==> src/rtl/rsp_pkg.sv <==
// Shared types, constants and the microcode program of the rotated sine path generator.
// Depends on nothing; every other file of the block depends on it.
package rsp_pkg;

    typedef logic [15:0]        time_step_t;
    typedef logic signed [31:0] pos_t;
    typedef logic [7:0]         cfg_index_t;
    typedef logic [23:0]        cfg_data_t;

    localparam cfg_index_t REG_DIRECTION = 8'd0;
    localparam cfg_index_t REG_SPEED     = 8'd1;
    localparam cfg_index_t REG_AMPLITUDE = 8'd2;
    localparam cfg_index_t REG_FREQUENCY = 8'd3;

    localparam int unsigned ATAN_LEN = 30;
    localparam logic signed [33:0] GAIN_Q30     = 34'sd652032874;
    localparam logic signed [33:0] QUARTER_TURN = 34'sd1073741824;
    localparam logic signed [33:0] HALF_TURN    = 34'sd2147483648;

    typedef logic [3:0] step_t;

    localparam step_t STEP_IDLE        = 4'd0;
    localparam step_t STEP_MUL_PHASE   = 4'd1;
    localparam step_t STEP_LOAD_PHASE  = 4'd2;
    localparam step_t STEP_ITER_PHASE  = 4'd3;
    localparam step_t STEP_FLIP_PHASE  = 4'd4;
    localparam step_t STEP_ALONG       = 4'd5;
    localparam step_t STEP_ACROSS      = 4'd6;
    localparam step_t STEP_ITER_DIR    = 4'd7;
    localparam step_t STEP_FLIP_DIR    = 4'd8;
    localparam step_t STEP_MUL_XA      = 4'd9;
    localparam step_t STEP_MUL_YC      = 4'd10;
    localparam step_t STEP_MUL_YA      = 4'd11;
    localparam step_t STEP_MUL_XC      = 4'd12;
    localparam step_t STEP_EMIT        = 4'd13;

    typedef enum logic [1:0] {
        SEQ_NEXT,
        SEQ_WAIT_IN,
        SEQ_LOOP,
        SEQ_EMIT
    } seq_t;

    typedef enum logic [2:0] {
        MUL_NONE,
        MUL_PHASE,
        MUL_ALONG,
        MUL_ACROSS,
        MUL_XA,
        MUL_YC,
        MUL_YA,
        MUL_XC
    } mul_t;

    typedef enum logic [2:0] {
        CORD_NONE,
        CORD_LOAD_PHASE,
        CORD_LOAD_DIR,
        CORD_ITER,
        CORD_FLIP
    } cord_t;

    typedef enum logic [1:0] {
        SAT_NONE,
        SAT_ALONG,
        SAT_ACROSS,
        SAT_PX
    } sat_t;

    typedef struct packed {
        seq_t  seq;
        mul_t  mul;
        cord_t cord;
        logic  acc_load;
        sat_t  sat;
    } ctrl_t;

    function automatic ctrl_t ucode_rom(input step_t step);
        ctrl_t w;
        w = '{seq: SEQ_NEXT, mul: MUL_NONE, cord: CORD_NONE, acc_load: 1'b0, sat: SAT_NONE};
        unique case (step)
            STEP_IDLE:       w.seq = SEQ_WAIT_IN;
            STEP_MUL_PHASE:  w.mul = MUL_PHASE;
            STEP_LOAD_PHASE: w.cord = CORD_LOAD_PHASE;
            STEP_ITER_PHASE:
            begin
                w.seq  = SEQ_LOOP;
                w.cord = CORD_ITER;
            end
            STEP_FLIP_PHASE:
            begin
                w.cord = CORD_FLIP;
                w.mul  = MUL_ALONG;
            end
            STEP_ALONG:
            begin
                w.sat = SAT_ALONG;
                w.mul = MUL_ACROSS;
            end
            STEP_ACROSS:
            begin
                w.sat  = SAT_ACROSS;
                w.cord = CORD_LOAD_DIR;
            end
            STEP_ITER_DIR:
            begin
                w.seq  = SEQ_LOOP;
                w.cord = CORD_ITER;
            end
            STEP_FLIP_DIR:   w.cord = CORD_FLIP;
            STEP_MUL_XA:     w.mul = MUL_XA;
            STEP_MUL_YC:
            begin
                w.acc_load = 1'b1;
                w.mul      = MUL_YC;
            end
            STEP_MUL_YA:
            begin
                w.sat = SAT_PX;
                w.mul = MUL_YA;
            end
            STEP_MUL_XC:
            begin
                w.acc_load = 1'b1;
                w.mul      = MUL_XC;
            end
            STEP_EMIT:       w.seq = SEQ_EMIT;
            default:         w.seq = SEQ_EMIT;
        endcase
        return w;
    endfunction

    function automatic logic [31:0] atan_turn(input logic [4:0] idx);
        logic [31:0] a;
        unique case (idx)
            5'd0:  a = 32'd536870912;
            5'd1:  a = 32'd316933406;
            5'd2:  a = 32'd167458908;
            5'd3:  a = 32'd85004756;
            5'd4:  a = 32'd42667332;
            5'd5:  a = 32'd21354465;
            5'd6:  a = 32'd10679838;
            5'd7:  a = 32'd5340246;
            5'd8:  a = 32'd2670163;
            5'd9:  a = 32'd1335087;
            5'd10: a = 32'd667544;
            5'd11: a = 32'd333772;
            5'd12: a = 32'd166886;
            5'd13: a = 32'd83443;
            5'd14: a = 32'd41722;
            5'd15: a = 32'd20861;
            5'd16: a = 32'd10430;
            5'd17: a = 32'd5215;
            5'd18: a = 32'd2608;
            5'd19: a = 32'd1304;
            5'd20: a = 32'd652;
            5'd21: a = 32'd326;
            5'd22: a = 32'd163;
            5'd23: a = 32'd81;
            5'd24: a = 32'd41;
            5'd25: a = 32'd20;
            5'd26: a = 32'd10;
            5'd27: a = 32'd5;
            5'd28: a = 32'd3;
            5'd29: a = 32'd1;
            default: a = 32'd0;
        endcase
        return a;
    endfunction

    function automatic pos_t sat32(input logic signed [67:0] v);
        pos_t r;
        if ((v[67:31] == '0) || (v[67:31] == '1))
        begin
            r = v[31:0];
        end
        else if (v[67])
        begin
            r = 32'sh8000_0000;
        end
        else
        begin
            r = 32'sh7FFF_FFFF;
        end
        return r;
    endfunction

endpackage

==> src/rtl/rsp_tick_if.sv <==
// Input channel of the path generator: one time step per transfer.
// Depends on rsp_pkg.
interface rsp_tick_if;
    logic                valid;
    logic                ready;
    rsp_pkg::time_step_t time_step;

    modport source (output valid, output time_step, input ready);
    modport sink   (input valid, input time_step, output ready);
endinterface

==> src/rtl/rsp_pos_if.sv <==
// Result channel of the path generator: one rotated position per transfer.
// Depends on rsp_pkg.
interface rsp_pos_if;
    logic          valid;
    logic          ready;
    rsp_pkg::pos_t pos_x;
    rsp_pkg::pos_t pos_y;

    modport source (output valid, output pos_x, output pos_y, input ready);
    modport sink   (input valid, input pos_x, input pos_y, output ready);
endinterface

==> src/rtl/rsp_cfg_if.sv <==
// Configuration write channel of the path generator: register index and data.
// Depends on rsp_pkg.
interface rsp_cfg_if;
    logic                valid;
    logic                ready;
    rsp_pkg::cfg_index_t index;
    rsp_pkg::cfg_data_t  data;

    modport source (output valid, output index, output data, input ready);
    modport sink   (input valid, input index, input data, output ready);
endinterface

==> src/rtl/rotated_sine_path_generator_core.sv <==
// Rotated sine path generator: microcoded sequencer over one multiplier and one CORDIC stage.
// A new tick is taken only in the idle step, after the result of the last tick has been emitted;
// a stalled result holds the block. The two CORDIC passes share a single rotation stage
// and all products share the one multiplier.
// Reset clears configuration, elapsed time, microcode step counter and result valid; no clearing pass.
// Depends on rsp_pkg and the rsp_tick_if, rsp_pos_if and rsp_cfg_if interfaces.
module rotated_sine_path_generator_core #(
    parameter int unsigned CORDIC_STEPS = 16
) (
    input  logic       clk,
    input  logic       rst_n,
    rsp_tick_if.sink   tick,
    rsp_pos_if.source  result,
    rsp_cfg_if.sink    cfg
);
    import rsp_pkg::*;

    localparam int unsigned CNT_W = $clog2(CORDIC_STEPS);
    localparam logic [CNT_W-1:0] CNT_LAST = CNT_W'(CORDIC_STEPS - 1);

    step_t        pc_reg;
    step_t        pc_next;
    ctrl_t        uw;

    logic [15:0]  direction_reg;
    logic signed [15:0] speed_reg;
    logic signed [15:0] amplitude_reg;
    logic [23:0]  frequency_reg;
    logic [31:0]  elapsed_reg;
    logic [15:0]  step_reg;

    logic signed [33:0] x_reg;
    logic signed [33:0] y_reg;
    logic signed [33:0] z_reg;
    logic [CNT_W-1:0]   cnt_reg;
    logic               flip_reg;

    logic signed [66:0] prod_reg;
    logic signed [66:0] acc_reg;
    logic signed [31:0] along_reg;
    logic signed [31:0] across_reg;
    logic signed [31:0] px_reg;

    logic               out_valid_reg;
    pos_t               pos_x_reg;
    pos_t               pos_y_reg;

    logic signed [33:0] mul_a;
    logic signed [32:0] mul_b;
    logic signed [66:0] prod_c;

    logic [31:0]        load_angle;
    logic signed [33:0] load_z;
    logic               load_flip;
    logic signed [33:0] x_shift;
    logic signed [33:0] y_shift;
    logic signed [33:0] atan_c;

    logic               tick_xfer;
    logic               emit_ok;
    logic               emit;
    logic [32:0]        elapsed_sum;

    assign uw        = ucode_rom(pc_reg);
    assign tick.ready = (pc_reg == STEP_IDLE);
    assign tick_xfer = tick.valid && tick.ready;
    assign emit_ok   = !out_valid_reg || result.ready;
    assign emit      = (uw.seq == SEQ_EMIT) && emit_ok;
    assign elapsed_sum = {1'b0, elapsed_reg} + {17'd0, step_reg};

    assign cfg.ready    = 1'b1;
    assign result.valid = out_valid_reg;
    assign result.pos_x = pos_x_reg;
    assign result.pos_y = pos_y_reg;

    always_comb
    begin
        pc_next = pc_reg;
        unique case (uw.seq)
            SEQ_NEXT:    pc_next = pc_reg + 4'd1;
            SEQ_WAIT_IN: pc_next = tick.valid ? pc_reg + 4'd1 : pc_reg;
            SEQ_LOOP:    pc_next = (cnt_reg == CNT_LAST) ? pc_reg + 4'd1 : pc_reg;
            SEQ_EMIT:    pc_next = emit_ok ? STEP_IDLE : pc_reg;
        endcase
    end

    always_comb
    begin
        mul_a = '0;
        mul_b = '0;
        unique case (uw.mul)
            MUL_NONE:
            begin
                mul_a = '0;
                mul_b = '0;
            end
            MUL_PHASE:
            begin
                mul_a = $signed({10'd0, frequency_reg});
                mul_b = $signed({1'b0, elapsed_reg});
            end
            MUL_ALONG:
            begin
                mul_a = 34'(speed_reg);
                mul_b = $signed({1'b0, elapsed_reg});
            end
            MUL_ACROSS:
            begin
                mul_a = y_reg;
                mul_b = 33'(amplitude_reg);
            end
            MUL_XA:
            begin
                mul_a = x_reg;
                mul_b = 33'(along_reg);
            end
            MUL_YC:
            begin
                mul_a = y_reg;
                mul_b = 33'(across_reg);
            end
            MUL_YA:
            begin
                mul_a = y_reg;
                mul_b = 33'(along_reg);
            end
            MUL_XC:
            begin
                mul_a = x_reg;
                mul_b = 33'(across_reg);
            end
            default:
            begin
                mul_a = '0;
                mul_b = '0;
            end
        endcase
    end

    assign prod_c = 67'(mul_a) * 67'(mul_b);

    always_comb
    begin
        load_angle = (uw.cord == CORD_LOAD_DIR) ? {direction_reg, 16'd0} : prod_reg[31:0];
        load_z     = 34'($signed(load_angle));
        load_flip  = 1'b0;
        if (load_z > QUARTER_TURN)
        begin
            load_z    = load_z - HALF_TURN;
            load_flip = 1'b1;
        end
        else if (load_z < -QUARTER_TURN)
        begin
            load_z    = load_z + HALF_TURN;
            load_flip = 1'b1;
        end
    end

    assign x_shift = x_reg >>> cnt_reg;
    assign y_shift = y_reg >>> cnt_reg;
    assign atan_c  = $signed({2'b00, atan_turn(5'(cnt_reg))});

    always_ff @(posedge clk)
    begin
        if (tick_xfer)
        begin
            step_reg <= tick.time_step;
        end
        if (uw.mul != MUL_NONE)
        begin
            prod_reg <= prod_c;
        end
        if (uw.acc_load)
        begin
            acc_reg <= prod_reg;
        end
        unique case (uw.sat)
            SAT_NONE:   ;
            SAT_ALONG:  along_reg  <= sat32(68'(prod_reg) >>> 8);
            SAT_ACROSS: across_reg <= sat32(68'(prod_reg) >>> 22);
            SAT_PX:     px_reg     <= sat32((68'(acc_reg) - 68'(prod_reg)) >>> 30);
        endcase
        unique case (uw.cord)
            CORD_NONE: ;
            CORD_LOAD_PHASE, CORD_LOAD_DIR:
            begin
                x_reg    <= GAIN_Q30;
                y_reg    <= '0;
                z_reg    <= load_z;
                flip_reg <= load_flip;
                cnt_reg  <= '0;
            end
            CORD_ITER:
            begin
                if (!z_reg[33])
                begin
                    x_reg <= x_reg - y_shift;
                    y_reg <= y_reg + x_shift;
                    z_reg <= z_reg - atan_c;
                end
                else
                begin
                    x_reg <= x_reg + y_shift;
                    y_reg <= y_reg - x_shift;
                    z_reg <= z_reg + atan_c;
                end
                cnt_reg <= cnt_reg + 1'b1;
            end
            CORD_FLIP:
            begin
                if (flip_reg)
                begin
                    x_reg <= -x_reg;
                    y_reg <= -y_reg;
                end
            end
            default: ;
        endcase
        if (emit)
        begin
            pos_x_reg <= px_reg;
            pos_y_reg <= sat32((68'(acc_reg) + 68'(prod_reg)) >>> 30);
        end
    end

    always_ff @(posedge clk or negedge rst_n)
    begin
        if (!rst_n)
        begin
            pc_reg        <= STEP_IDLE;
            out_valid_reg <= 1'b0;
            direction_reg <= '0;
            speed_reg     <= '0;
            amplitude_reg <= '0;
            frequency_reg <= '0;
            elapsed_reg   <= '0;
        end
        else
        begin
            pc_reg <= pc_next;
            if (emit)
            begin
                out_valid_reg <= 1'b1;
                elapsed_reg   <= elapsed_sum[32] ? 32'hFFFF_FFFF : elapsed_sum[31:0];
            end
            else if (result.ready)
            begin
                out_valid_reg <= 1'b0;
            end
            if (cfg.valid)
            begin
                case (cfg.index)
                    REG_DIRECTION:
                    begin
                        direction_reg <= cfg.data[15:0];
                        elapsed_reg   <= '0;
                    end
                    REG_SPEED:
                    begin
                        speed_reg   <= $signed(cfg.data[15:0]);
                        elapsed_reg <= '0;
                    end
                    REG_AMPLITUDE:
                    begin
                        amplitude_reg <= $signed(cfg.data[15:0]);
                        elapsed_reg   <= '0;
                    end
                    REG_FREQUENCY:
                    begin
                        frequency_reg <= cfg.data;
                        elapsed_reg   <= '0;
                    end
                    default: ;
                endcase
            end
        end
    end

endmodule

==> src/flat_wrapper.sv <==
// flat-port wrapper written by rule: the top's interface ports become plain ports
module rotated_sine_path_generator_core_flat import rsp_pkg::*;
#(
    parameter int unsigned CORDIC_STEPS = 16
)
  (clk, rst_n, tick_valid, tick_time_step, tick_ready, result_valid, result_pos_x, result_pos_y, result_ready, cfg_valid, cfg_index, cfg_data, cfg_ready);
  rsp_tick_if tick_i ();
  rsp_pos_if result_i ();
  rsp_cfg_if cfg_i ();
  input  logic clk;
  input  logic rst_n;
  input wire logic [$bits(tick_i.valid)-1:0] tick_valid;
  input wire logic [$bits(tick_i.time_step)-1:0] tick_time_step;
  output wire logic [$bits(tick_i.ready)-1:0] tick_ready;
  output wire logic [$bits(result_i.valid)-1:0] result_valid;
  output wire logic [$bits(result_i.pos_x)-1:0] result_pos_x;
  output wire logic [$bits(result_i.pos_y)-1:0] result_pos_y;
  input wire logic [$bits(result_i.ready)-1:0] result_ready;
  input wire logic [$bits(cfg_i.valid)-1:0] cfg_valid;
  input wire logic [$bits(cfg_i.index)-1:0] cfg_index;
  input wire logic [$bits(cfg_i.data)-1:0] cfg_data;
  output wire logic [$bits(cfg_i.ready)-1:0] cfg_ready;
  assign tick_i.valid = tick_valid;
  assign tick_i.time_step = tick_time_step;
  assign tick_ready = tick_i.ready;
  assign result_valid = result_i.valid;
  assign result_pos_x = result_i.pos_x;
  assign result_pos_y = result_i.pos_y;
  assign result_i.ready = result_ready;
  assign cfg_i.valid = cfg_valid;
  assign cfg_i.index = cfg_index;
  assign cfg_i.data = cfg_data;
  assign cfg_ready = cfg_i.ready;
  rotated_sine_path_generator_core #(.CORDIC_STEPS(CORDIC_STEPS)) u_core (.clk(clk), .rst_n(rst_n), .tick(tick_i), .result(result_i), .cfg(cfg_i));
endmodule
==> config.mk <==
export PLATFORM = sky130hd
export DESIGN_NAME = rotated_sine_path_generator_core_flat
export DESIGN_NICKNAME = d
export VERILOG_FILES = /design/src/rtl/rsp_pkg.sv /design/src/rtl/rsp_tick_if.sv /design/src/rtl/rsp_pos_if.sv /design/src/rtl/rsp_cfg_if.sv /design/src/rtl/rotated_sine_path_generator_core.sv /design/src/flat_wrapper.sv
export SDC_FILE = /design/constraint.sdc
export NUM_CORES = 2
export LEC_CHECK = 0
export BUFFER_PORTS_ARGS = -buffer_cell sky130_fd_sc_hd__buf_2
export CAP_MARGIN = 30
export CORE_ASPECT_RATIO = 0.8
export CORE_MARGIN = 10
export CORE_UTILIZATION = 40
export DETAILED_ROUTE_END_ITERATION = 12
export SKIP_LAST_GASP = 1
export SYNTH_ARGS = -nofsm -noshare
export SYNTH_HDL_FRONTEND = slang
export SYNTH_SLANG_ARGS = --single-unit
==> constraint.sdc <==
create_clock -name clk -period 20.5 [get_ports clk]
set_input_delay 4.1 -clock clk [delete_from_list [all_inputs] [get_ports clk]]
set_output_delay 4.1 -clock clk [all_outputs]
set_load 0.01 [all_outputs]
### Word-level counts from Yosys, hierarchy flattened

Memories as Yosys holds them, arrays and structs flattened. A register that Yosys moved wholly into a read port is not among the register bits.
Index checks and enable logic that the tools add are counted.

| word-level totals | value |
|---|---|
| latch bits | 0 |
| output and inout port bits | 67 |
| memories kept | 1 |
| memory bits (read-only) | 480 |
| input port bits | 53 |
| RAM bits | 0 |
| word-level logic and storage cells | 157 |
| register bits after elaboration | 526 |

Memories:

| memory | depth | bits a word | read ports | clocked after memory_dff | wr ports | RTL line | source |
|---|---|---|---|---|---|---|---|
| (name not given) | 16 | 30 | 1 | 1 | 0 | rsp_pkg.sv:135 | `unique case (idx)` |

| cells by class | value |
|---|---|
| reductions and logical operators | 37 |
| mux-type cells | 38 |
| add/subtract/negate cells | 15 |
| divide/modulo/power cells | 0 |
| bitwise gates (word level) | 0 |
| multiply operators | 1 |
| shift operators | 2 |
| equality and inequality tests | 41 |
| $lt $le $gt $ge | 2 |

Operators with widths:

| cell | number |
|---|---|
| 32-bit 2-to-1 mux | 12 |
| 34-bit 2-to-1 mux | 7 |
| 34-bit case mux with 3 select lines | 2 |
| 34-bit case mux with 5 select lines | 1 |
| 33-bit case mux with 5 select lines | 1 |
| 37-bit == test (second input constant) | 4 |
| 37-bit zero test | 4 |
| 34-bit adder | 2 |
| 67-bit by 67-bit adder with 68-bit output | 1 |
| 34-bit negator | 2 |
| 34-bit case mux with 2 select lines | 1 |
| 34-bit by 4-bit >>> shifter with 34-bit output | 2 |
| 34-bit subtractor | 2 |
| 67-bit by 67-bit subtractor with 68-bit output | 1 |
| 34-bit by 33-bit multiplier with 67-bit output | 1 |
| 32-bit by 33-bit adder with 34-bit output (second input constant) | 1 |
| 34-bit by 33-bit adder with 34-bit output | 1 |
| 32-bit by 33-bit subtractor with 34-bit output (second input constant) | 1 |
| 34-bit by 33-bit subtractor with 34-bit output | 1 |
| 32-bit by 16-bit adder with 33-bit output | 1 |
| 32-bit greater-than comparator (second input constant) | 1 |
| 32-bit by 31-bit < comparator with 1-bit output (second input constant) | 1 |
| 4-bit == test (second input constant) | 6 |
| 3-bit case mux with 7 select lines | 1 |
| 34 further kinds | 79 |

### Logic depth before layout (Yosys ltp)

| depth | value |
|---|---|
| word-level depth | 9 |
| mapped depth | 43 |
| depth with buffers taken out | 37 |

### Worst setup path before layout

Ideal clock, no wire load.

| timing path | value |
|---|---|
| path kind | register to register |
| from | reg u_core.pc_reg[0] |
| to | reg u_core.prod_reg[65] (data pin) |
| data required time | 20.241 ns |
| cell stages (with the launch flop) | 37 |
| arrival time | 12.486 ns |
| setup time | 0.259 ns |
| path buffers | 4 |
| period minus slack after synthesis | 12.745 ns |
| setup slack | 7.755 ns |
| cells stage by stage | dfrtp_1 -> inv_1 -> ha_1 -> clkbuf_1 -> nand2b_1 -> a21boi_1 -> clkbuf_1 -> clkbuf_1 -> a222oi_1 -> nand2_1 -> clkbuf_1 -> nand2_1 -> fa_1 -> inv_1 -> fa_1 -> fa_1 -> inv_1 -> fa_1 -> inv_1 -> fa_1 -> fa_1 -> fa_1 -> inv_1 -> fa_1 -> inv_1 -> ha_1 -> a21o_1 -> a21o_1 -> a21o_1 -> nand2b_1 -> o32a_1 -> nand3_1 -> a21boi_0 -> or4_1 -> a31oi_1 -> o21ai_0 -> xnor2_1 |

| between the ends | value |
|---|---|
| word-level cells in the longest chain between the ends | 6 |
| elaborated cells between the ends (all ways) | 24 |
| those cells by class | mul (1); eq/ne (14); mux (3); reduce/logical (6) |

Ends and longest elaborated chain:

| what | RTL line | source |
|---|---|---|
| from (decl) | rotated_sine_path_generator_core.sv:21 | `step_t pc_reg;` |
| from (signal assigned) | rotated_sine_path_generator_core.sv:240 | `pc_reg <= pc_next;` |
| 4-bit == test, or another cell as far along | rsp_pkg.sv:81 | `unique case (step)` |
| 3-bit case mux with 7 select lines * | rsp_pkg.sv:81 |  |
| 3-bit by 2-bit == test with 1-bit output, or another cell as far along | rotated_sine_path_generator_core.sv:91 | `unique case (uw.mul)` |
| 3-bit OR reduction (no line) or 2-bit OR reduction (tied branches) | -- |  |
| 34-bit case mux with 5 select lines or 33-bit case mux with 5 select lines (tied branches) | rotated_sine_path_generator_core.sv:91 |  |
| 34-bit by 33-bit multiplier with 67-bit output * | rotated_sine_path_generator_core.sv:140 | `assign prod_c = 67'(mul_a) * 67'(mul_b);` |
| via u_core.prod_c[65] | rotated_sine_path_generator_core.sv:50 | `logic signed [66:0] prod_c;` |
| to (signal assigned) | rotated_sine_path_generator_core.sv:171 | `prod_reg <= prod_c;` |
| to (decl) | rotated_sine_path_generator_core.sv:38 | `logic signed [66:0] prod_reg;` |

Mark *: on every way through the listed nets, which the timed path passes. The rest lies on a longest branch.
A chain may end at the register's enable or synchronous reset.

### Worst setup path in the final report

Ends and elaborated chain as after synthesis.

==> flow_results.xml <==
<?xml version="1.0" encoding="UTF-8"?>
<metrics>
  <group name="clock_tree">
    <metric name="cts_resized" unit="">0</metric>
    <metric name="cts_tree" unit="">done</metric>
    <metric name="cts_hold_repair.buffers" unit="">0</metric>
    <metric name="cts.path.max_buffers" unit="">3</metric>
    <metric name="clkSlewWorstSetupHoldPaths" unit="ns">0.06</metric>
    <metric name="htree_levels" unit="">2</metric>
    <metric name="post-cts-setup-buffers" unit="">0</metric>
    <metric name="numCtsBuffers" unit="">61</metric>
    <metric name="root_buffer" unit="">sky130_fd_sc_hd__clkbuf_16</metric>
    <metric name="tritoncts_num_sinks" unit="">556</metric>
    <metric name="clock_insertion_delay_worst_skew" unit="ns">0.69</metric>
  </group>
  <group name="finish">
    <metric name="area_growth" unit="%">7.57</metric>
    <metric name="mostFrequentLayoutCells" unit="">1,328 x sky130_fd_sc_hd__inv_1, 1,180 x sky130_fd_sc_hd__fa_1, 965 x sky130_fd_sc_hd__nand2_1</metric>
    <metric name="sequential_cell_area" unit="mm^2">0.0159</metric>
    <metric name="area_of_combinational_cells_with_multiple_inputs" unit="mm^2">0.0566</metric>
    <metric name="final_layout_size_suffix_gt1_frac" unit="">0.0816</metric>
    <metric name="fillers" unit="">18900</metric>
    <metric name="most_common_library_cell_in_the_layout_ignoring_fill_and_taps" unit="">sky130_fd_sc_hd__inv_1</metric>
    <metric name="nets" unit="">10100</metric>
  </group>
  <group name="global_routing">
    <metric name="grt_antenna_before_repair" unit="">4</metric>
    <metric name="grt_max_degree" unit="">77</metric>
    <metric name="number_of_global_route_vias_before_repair" unit="">63100</metric>
    <metric name="globalRouteTotalUtil" unit="">0.243</metric>
    <metric name="grt.overflow.total" unit="">0</metric>
    <metric name="first_pass_grt_wire_length" unit="um">404000</metric>
  </group>
  <group name="setup_path">
    <metric name="worst-endpoint-required" unit="ns">20.93</metric>
    <metric name="max_stage_delay" unit="ns">1.09</metric>
    <metric name="ff2ff_path_depth" unit="">32</metric>
    <metric name="critical_path.reg2reg.endpoint" unit="">u_core.prod_reg[65]$_DFFE_PP_</metric>
    <metric name="end_kind" unit="">flop</metric>
    <metric name="startpoint_type" unit="">flop</metric>
    <metric name="setup.worst_path.class" unit="">flop to flop</metric>
    <metric name="timing.critical_path.arrival" unit="ns">12.92</metric>
    <metric name="cp-endpoint" unit="">u_core.prod_reg[65]$_DFFE_PP_</metric>
    <metric name="crit_slowest_cell" unit="">sky130_fd_sc_hd__fa_1</metric>
    <metric name="setup.reg_to_reg.worst_slack" unit="ns">8.01</metric>
    <metric name="timing.critical_path.fanout_max" unit="">65</metric>
    <metric name="worstSetupStartpoint" unit="">u_core.pc_reg[0]$_DFFE_PN0P_</metric>
    <metric name="cpMostUsedCell" unit="">sky130_fd_sc_hd__fa_1</metric>
    <metric name="worstReg2RegStart" unit="">u_core.pc_reg[0]$_DFFE_PN0P_</metric>
  </group>
  <group name="power_and_ir_drop">
    <metric name="ir_worst_vdd" unit="uV">110</metric>
    <metric name="power.static_leakage" unit="nW">38.9</metric>
    <metric name="power_per_cell_area" unit="mW/mm^2">150</metric>
  </group>
  <group name="floorplanning">
    <metric name="design.core.area" unit="mm^2">0.196</metric>
    <metric name="start_util" unit="">0.404</metric>
    <metric name="die_width" unit="um">517</metric>
    <metric name="rows" unit="">145</metric>
    <metric name="fp.dieArea" unit="mm^2">0.216</metric>
    <metric name="io_pins" unit="">120</metric>
    <metric name="dieHeight" unit="um">418</metric>
  </group>
  <group name="synthesis">
    <metric name="synth-seq-area-share" unit="">0.200</metric>
    <metric name="mappedNetlistNets" unit="">10200</metric>
    <metric name="postSynth.topFlopCell" unit="">sky130_fd_sc_hd__edfxtp_1</metric>
    <metric name="yosys_warnings" unit="">0</metric>
    <metric name="synthCells" unit="">8450</metric>
    <metric name="netlist-cell-type-count" unit="">112</metric>
    <metric name="synth-async-reset-ratio" unit="">0.196</metric>
    <metric name="synth_edf_count" unit="">417</metric>
    <metric name="syn-mean-instance-area" unit="um^2">9.37</metric>
    <metric name="postSynthRegisterBits" unit="">556</metric>
    <metric name="netlist_area" unit="mm^2">0.0792</metric>
  </group>
  <group name="sta">
    <metric name="clock_skew" unit="ns">0.0217</metric>
    <metric name="timing.max_slew.rel_slack" unit="">0.148</metric>
    <metric name="finalSetupViolCount" unit="">0</metric>
    <metric name="timing.final.max_slew_violations" unit="">0</metric>
    <metric name="grt_setup_unrepaired" unit="">false</metric>
    <metric name="final_count_of_hold_timing_violations" unit="">0</metric>
    <metric name="timing.hold.ws" unit="ns">0.418</metric>
    <metric name="final.min_clock_period" unit="ns">12.49</metric>
    <metric name="fmaxAchievable" unit="MHz">80.1</metric>
    <metric name="post-route-period-util" unit="">0.609</metric>
    <metric name="tns" unit="ns">0</metric>
    <metric name="worst_slew_pin_slew" unit="ns">1.28</metric>
  </group>
  <group name="flow_run">
    <metric name="drv.max_cap_violation_count" unit="">0</metric>
  </group>
  <group name="drt">
    <metric name="routed-via-count" unit="">62900</metric>
    <metric name="wirelength" unit="um">268000</metric>
    <metric name="ant_nets" unit="">0</metric>
    <metric name="drcViolationCount" unit="">0</metric>
    <metric name="dr.first_iter.drc_count" unit="">6831</metric>
    <metric name="detail_route.first_pass.iterations" unit="">7</metric>
    <metric name="routed_wire_length_per_instance" unit="um">24.3</metric>
    <metric name="average_vias_per_placed_instance" unit="">5.70</metric>
  </group>
  <group name="place">
    <metric name="place_congestion" unit="">0.947</metric>
    <metric name="detailedPlacementHpwl" unit="um">210000</metric>
    <metric name="io_buffers" unit="">118</metric>
  </group>
  <group name="hold_path">
    <metric name="hold-path-cell-count" unit="">0</metric>
    <metric name="holdCritPathClass" unit="">flop to flop</metric>
  </group>
  <group name="status">
    <metric name="outcome" unit="">complete, no violations</metric>
  </group>
</metrics>
[metrics by stage]
stage	instances	cell area, um^2	utilization	worst slack, ns	total power, mW
6_report	11000	85200	0.434	8.01	12.7
5_1_grt	11000	85200	0.434	7.42	13.7
4_1_cts	11000	85000	0.433	8.08	12.6
3_5_place_dp	10900	82800	0.422	8.13	11.3
3_3_place_gp	10900	82300	0.420	8.30	11.1
2_1_floorplan	8450	79200	-	7.75	8.60
[worst min-delay path by stage]
stage / startpoint / slack (ns) / end
3_5_place_dp: u_core.px_reg[24]$_DFFE_PN_ / 0.41 / u_core.result.pos_x[24]$_DFFE_PP_
3_3_place_gp: u_core.px_reg[31]$_DFFE_PN_ / 0.41 / u_core.result.pos_x[31]$_DFFE_PP_
2_1_floorplan: u_core.px_reg[0]$_DFFE_PN_ / 0.40 / u_core.result.pos_x[0]$_DFFE_PP_
6_report: u_core.px_reg[12]$_DFFE_PN_ / 0.42 / u_core.result.pos_x[12]$_DFFE_PP_
5_1_grt: u_core.px_reg[30]$_DFFE_PN_ / 0.42 / u_core.result.pos_x[30]$_DFFE_PP_
4_1_cts: u_core.px_reg[30]$_DFFE_PN_ / 0.42 / u_core.result.pos_x[30]$_DFFE_PP_
[cell type report]
class	count	area share
multi-input cells	6110	0.664
flip-flops and latches	556	0.186
inverters	1336	0.0589
well taps	2646	0.0389
repair buffers	276	0.0254
clock buffers	81	0.0220
clock inverters	34	0.00430
diodes	2	0.0000588
[cell families after synthesis]
logic type	share of synthesized area
xor+xnor	0.0445
fa+ha+maj	0.375
simple gates	0.137
buf+inv	0.0882
compound gates	0.114
other cells	0.0000474
flops	0.200
mux	0.0411
[synthesized netlist by cell type, types with 48 or more instances]
master	number	area, um^2
sky130_fd_sc_hd__fa_1	1180	23600
sky130_fd_sc_hd__mux4_2	64	1440
sky130_fd_sc_hd__o22ai_1	58	363
sky130_fd_sc_hd__nor3_1	93	465
sky130_fd_sc_hd__o21bai_1	54	405
sky130_fd_sc_hd__xor2_1	151	1320
sky130_fd_sc_hd__mux2_2	89	1000
sky130_fd_sc_hd__o21a_1	48	360
sky130_fd_sc_hd__and2_1	72	450
sky130_fd_sc_hd__mux2i_1	49	490
sky130_fd_sc_hd__nand2_1	968	3630
sky130_fd_sc_hd__and3_1	61	382
sky130_fd_sc_hd__nor4_1	56	350
sky130_fd_sc_hd__clkbuf_1	367	1380
sky130_fd_sc_hd__a21o_1	167	1250
sky130_fd_sc_hd__a21oi_1	407	2040
sky130_fd_sc_hd__inv_1	1328	4980
sky130_fd_sc_hd__edfxtp_1	417	12500
sky130_fd_sc_hd__nor2_1	835	3130
sky130_fd_sc_hd__nand4_1	58	363
sky130_fd_sc_hd__nand3_1	85	425
sky130_fd_sc_hd__o21ai_0	243	1220
sky130_fd_sc_hd__xnor2_1	246	2150
sky130_fd_sc_hd__dfrtp_1	109	2730
sky130_fd_sc_hd__ha_1	484	6060
[per-layer routing]
layer	GRT usage	routed length (um)	up-vias
met2	0.358	113000	3121
met1	0.351	114000	32000
met4	0.0712	9160	0
met3	0.0640	30800	424
met5	0	0	-
li1	-	-	27300
[worst max-delay path, delay by kind of cell (launching register included)]
family	cells	cell delay [ns]
flops	1	0.42
simple gates	4	1.01
compound gates	10	2.67
fa+ha+maj	10	6.00
xor+xnor	1	0.14
buf+inv	7	1.93
[report_power, final]
group          leakage (nW)  switching, mW  internal, mW  total (mW)
Sequential             5.59          0.534          1.81        2.34
Combinational          32.2           5.75          3.43        9.18
Clock                  1.11          0.508         0.721        1.23
Total                  38.9           6.79          5.96        12.7
Power figures use the tool's default switching activity.
